`src/sv/cct_pkg.sv`:
```
// ----------------------------------------------------------------------------
// Connection cache table package
// Request, token and result types shared by the cell chain and the top level.
// ----------------------------------------------------------------------------
`default_nettype none

package cct_pkg;

	localparam int IDX_W = 8;
	localparam logic [31:0] TIMEOUT_RST = 32'd60;

	typedef enum logic [1:0] {
		FUNC_PUT    = 2'd0,
		FUNC_GET    = 2'd1,
		FUNC_EXPIRE = 2'd2,
		FUNC_DRAIN  = 2'd3
	} func_t;

	typedef struct packed {
		func_t       func;
		logic [31:0] now;
		logic [63:0] src;
		logic [63:0] dst;
		logic [15:0] hin;
		logic [31:0] timeout;
	} req_t;

	typedef struct packed {
		logic             en;
		logic [IDX_W-1:0] idx;
	} fill_t;

	typedef struct packed {
		logic             vld;
		logic             done;
		logic [15:0]      handle;
		logic             have_old;
		logic [IDX_W-1:0] old_idx;
		logic [31:0]      old_time;
		logic [15:0]      old_handle;
		logic             nvalid;
		logic [31:0]      noldest;
	} token_t;

	typedef struct packed {
		logic        found;
		logic [15:0] handle;
		logic        nvalid;
		logic [31:0] noldest;
	} res_t;

endpackage

`default_nettype wire

```
`src/sv/cct_cell.sv`:
```
// ----------------------------------------------------------------------------
// Connection cache table cell
// Holds one table entry and updates the request token as it passes by.
// ----------------------------------------------------------------------------
`default_nettype none

module cct_cell #(
	parameter int IDX = 0
) (
	input  wire             clk,
	input  wire             arst_n,
	input  wire cct_pkg::req_t   req,
	input  wire cct_pkg::fill_t  fill,
	input  wire cct_pkg::token_t tok_in,
	output cct_pkg::token_t tok_out
);
	import cct_pkg::*;

	logic        valid_q;
	logic [31:0] time_q;
	logic [15:0] handle_q;
	logic [63:0] src_q;
	logic [63:0] dst_q;
	token_t      tok_q;

	token_t tok_nx;
	logic   do_fill;
	logic   do_clear;
	logic   commit;
	logic   idle;

	assign idle   = ({1'b0, time_q} + {1'b0, req.timeout}) <= {1'b0, req.now};
	assign commit = fill.en && (fill.idx == IDX_W'(IDX));

	always_comb begin
		tok_nx   = tok_in;
		do_fill  = 1'b0;
		do_clear = 1'b0;
		if (tok_in.vld) begin
			case (req.func)
				FUNC_PUT: begin
					if (!tok_in.done) begin
						if (!valid_q) begin
							do_fill     = 1'b1;
							tok_nx.done = 1'b1;
						end else if (!tok_in.have_old || time_q < tok_in.old_time) begin
							tok_nx.have_old   = 1'b1;
							tok_nx.old_idx    = IDX_W'(IDX);
							tok_nx.old_time   = time_q;
							tok_nx.old_handle = handle_q;
						end
					end
				end
				FUNC_GET: begin
					if (!tok_in.done && valid_q && src_q == req.src && dst_q == req.dst) begin
						do_clear      = 1'b1;
						tok_nx.done   = 1'b1;
						tok_nx.handle = handle_q;
					end
				end
				default: begin
					if (valid_q) begin
						if (!tok_in.done && (req.func == FUNC_DRAIN || idle)) begin
							do_clear      = 1'b1;
							tok_nx.done   = 1'b1;
							tok_nx.handle = handle_q;
						end else if (!tok_in.nvalid || time_q < tok_in.noldest) begin
							tok_nx.nvalid  = 1'b1;
							tok_nx.noldest = time_q;
						end
					end
				end
			endcase
		end
	end

	always_ff @(posedge clk or negedge arst_n) begin
		if (!arst_n) begin
			valid_q <= 1'b0;
			tok_q   <= '0;
		end else begin
			tok_q <= tok_nx;
			if (do_fill || commit) begin
				valid_q <= 1'b1;
			end else if (do_clear) begin
				valid_q <= 1'b0;
			end
		end
	end

	always_ff @(posedge clk) begin
		if (do_fill || commit) begin
			time_q   <= req.now;
			handle_q <= req.hin;
			src_q    <= req.src;
			dst_q    <= req.dst;
		end
	end

	assign tok_out = tok_q;

endmodule

`default_nettype wire

```
`config.mk`:
```
export PLATFORM = sky130hd
export DESIGN_NAME = cct_cell
export DESIGN_NICKNAME = d
export VERILOG_FILES = /design/src/sv/cct_pkg.sv /design/src/sv/cct_cell.sv
export SDC_FILE = /design/constraint.sdc
export NUM_CORES = 1
export LEC_CHECK = 0
export ABC_AREA = 1
export ABC_CLOCK_PERIOD_IN_PS = 4500
export BUFFER_PORTS_ARGS = -buffer_cell sky130_fd_sc_hd__buf_2
export CORE_MARGIN = 2
export CORE_UTILIZATION = 45
export CTS_BUF_LIST = sky130_fd_sc_hd__clkbuf_8
export DETAILED_ROUTE_END_ITERATION = 8
export PLACE_DENSITY = 0.73
export SYNTH_ARGS = -nofsm -noshare
export SYNTH_HDL_FRONTEND = slang
export SYNTH_SLANG_ARGS = --single-unit
```
`constraint.sdc`:
```
create_clock -name clk -period 4.5 [get_ports clk]
set_input_delay 0.225 -clock clk [delete_from_list [all_inputs] [get_ports clk]]
set_output_delay 0.225 -clock clk [all_outputs]
set_load 0.02 [all_outputs]
```
==> results.yml <==
logic_synthesis:
  yosysTopAreaCellShare_pct: 33.4
  post_synth_main_area_contributors: "edfxtp_1 33%, dfrtp_1 17%, ha_1 10%, nand2_1 7.0%, inv_1 5.3%"
  syn_inst: 1623
  yosys_warnings: 0
  async_flop_share_pct: 38.2
  syn-num-nets: 2079
  synth_top_area_cell: "edfxtp_1"
  ys_dominant_reg_cell: "edfxtp_1"
  synth_area_um2: 15800
  seq_area_frac_synth_pct: 50.6
  ys_types: 46
  ys_ff_latch: 285
  syn_area_per_cell_um2: 9.76
  synth_edf_count: 176
clocking:
  insertion_delay_ns: 0.62
  tritoncts: "yes"
  cts_max_level: 2
  cts.sinks: 285
  cts_made_buffers: 49
  clkTransAtPathRegs_ns: 0.06
  clk_path_buf_depth: 3
  cts_root_buf: "clkbuf_8"
worst_setup_path:
  crit_path_max_incr_delay_ns: 0.52
  worstSetupPathType: "reg -> reg"
  cpMaxStageDelayCell: "edfxtp_1"
  crit_fanout: 7
  crit_path_start_kind: "flop"
  crit_path_end_kind: "flop"
  critPathArrivalTime_ns: 4.70
  worst_ep_required_time_ns: 5.03
  crit_top_cell: "nand3_1"
global_route:
  grt_pass1_vias: 15700
  grt_overflow: 0
  grt_max_degree: 108
  antenna_found_initial: 12
  grt_pass1_wl_um: 82400
  grt_usage_pct: 29.5
floorplanning:
  floorplan.rows: 68
  core_area_um2: 34600
  die_h_um: 192
  boundaryPins: 437
  initial_core_util_pct: 45.8
  die_x_um: 192
  die_area_um2: 36700
pwr:
  p_switching_mw: 2.09
  pwr-share-seq_pct: 41.0
  intPower_mw: 5.23
  p_comb_share_pct: 20.9
  p_per_area_nw_per_um2: 320
  cellLeakagePower_nw: 10.8
  ir_worst_vdd_uv: 259
  swShare_pct: 28.6
  pwr-share-clk_pct: 38.1
placement:
  dp_hpwl_um: 37500
  dpl.cell_count: 2522
  gp_congestion: 0.934
  pre_cts_ws_ns: 0.00798
  port_buffers: 436
routing:
  dr.pass1.iters: 5
  dr_total_vias: 15200
  wl_um: 55600
  drc: 0
  wl_per_cell_um: 19.1
  drt_iter0_markers: 1005
  postRouteAntennaNets: 0
  viasPerCell: 5.20
timing:
  hold_slack_ns: 0.0960
  clock.fmax_mhz: 240
  fin_crit_sh_pct: 92.7
  fin_crit_ns: 4.17
  setup-violations-final: 0
  skew_ns: 0.0266
  fin_setup_tns_ns: 0
  worst_pin_slew_ns: 1.08
  layout_setup_ws_ns: 0.328
  hold_viol: 0
  grt_setup_unrepaired: "false"
  finalMaxSlewViolations: 0
  maxSlewHeadroom_pct: 28.2
finish:
  utilization_pct: 66.2
  fillCellCount: 2545
  nets: 2866
  layout-drive-gt1-share_pct: 26.3
  final_cells: 2918
  syn2layout_area_growth_pct: 44.7
outcome:
  status: "finished clean"
job:
  cap_viol_max_count: 0
min_path:
  hold_path.class: "in -> reg"
## registers in the layout, indices dropped and copies added, names as in the netlist
name,cells
handle_q,16
tok_out,108
src_q,64
valid_q,1
time_q,32
dst_q,64
## worst paths after layout
check	start	to	slack (ns)	cells after the start
max	time_q[7]	tok_out[13]	0.33	26
min in group asynchronous	arst_n	tok_out[91]	0.32	2
min reg2reg	handle_q[6]	tok_out[39]	0.58	2
max reg2reg	time_q[7]	tok_out[13]	0.33	26
max in group asynchronous	arst_n	tok_out[64]	3.07	3
min	req[209]	tok_out[105]	0.1	3
## placed cells by master (no fill, tap or decap), types with 16 or more instances in the layout
master         netlist  final
buf_4                0     35
nand2_1            297    297
nor2_1              88     88
inv_1              224    238
nand4_1             28     28
clkbuf_8             0     61
nand3_1             63     63
a21oi_2             32     33
o21ai_0             79     78
a21oi_1            108    106
ha_1               126    126
nor3_1              16     16
nor2_2              28     28
xor2_1              53     53
dfrtp_1            109    109
dlygate4sd3_1        0    285
edfxtp_1           176    176
xnor2_1             89     89
buf_2                4    435
## power groups by stage
stage	combinational [mW]	sequential [mW]	clock [mW]
6_report	1.53	3.00	2.79
5_1_grt	1.67	3.01	2.95
4_1_cts	1.47	3.00	2.82
3_5_place_dp	1.26	3.05	0
3_3_place_gp	1.23	3.05	0
2_1_floorplan	0.640	3.15	0
## cell usage after synthesis (32+ instances only)
cell type  instances
a21oi_1          108
nand3_1           63
ha_1             126
o21ai_0           79
inv_1            224
nor2_1            88
xor2_1            53
dfrtp_1          109
nand2_1          297
xnor2_1           89
a21oi_2           32
edfxtp_1         176
## worst max-delay path: cells and delay by family, from the launching register on
kind / cells / cell delay (ns)
AOI/OAI and AO/OA: 4 / 0.70
DFF: 1 / 0.52
and+or+nand+nor: 16 / 1.69
xor gates and xnor gates: 1 / 0.15
adders and majority gates: 2 / 0.69
buffers and inverters: 3 / 0.32
## cell families (layout without fill, tap and decap cells)
family	Yosys count	after routing	synth area share, %
and+or+nand+nor	551	552	15.3
DFF	285	285	50.6
AOI/OAI and AO/OA	265	265	9.83
buffers and inverters	253	1080	6.36
xor gates and xnor gates	142	142	7.85
adders and majority gates	127	127	10.1
other	0	12	0
## routing by layer
metal | up-vias | part of all wire, % | GRT usage (%)
li1 | 7042 | - | -
met1 | 7146 | 38 | 34.4
met2 | 757 | 49 | 50.6
met3 | 216 | 7.2 | 5.87
met4 | 2 | 5.8 | 17.0
met5 | - | 0.023 | 0
## through the flow
step | instance area, um^2 | power [mW]
final | 22900 | 7.33
after global routing | 22900 | 7.63
after CTS | 22800 | 7.28
after detailed placement | 18700 | 4.31
after global placement | 18700 | 4.28
after floorplan | 15800 | 3.79
## what timing repair did
item                                   in CTS  in global routing
endpoints found under the hold margin     355                  0
setup endpoints to repair                   3                 47
pin swaps                                   0                  2
gates resized for setup                     1                 10
hold buffers                              285                  0
setup buffers                               0                  4
gates cloned                                0                  3
## layout make-up
class                   count  area [um^2]  share of cell area (%)
diodes                     12         30.0                   0.131
clock buffers              61          840                    3.66
clock inverters            31          329                    1.44
inverters                 226          852                    3.72
multi-input cells        1086         6860                    29.9
flip-flops and latches    285         8010                    35.0
well taps                 455          569                    2.48
repair buffers            762         5430                    23.7
Power figures use the tool's default switching activity.
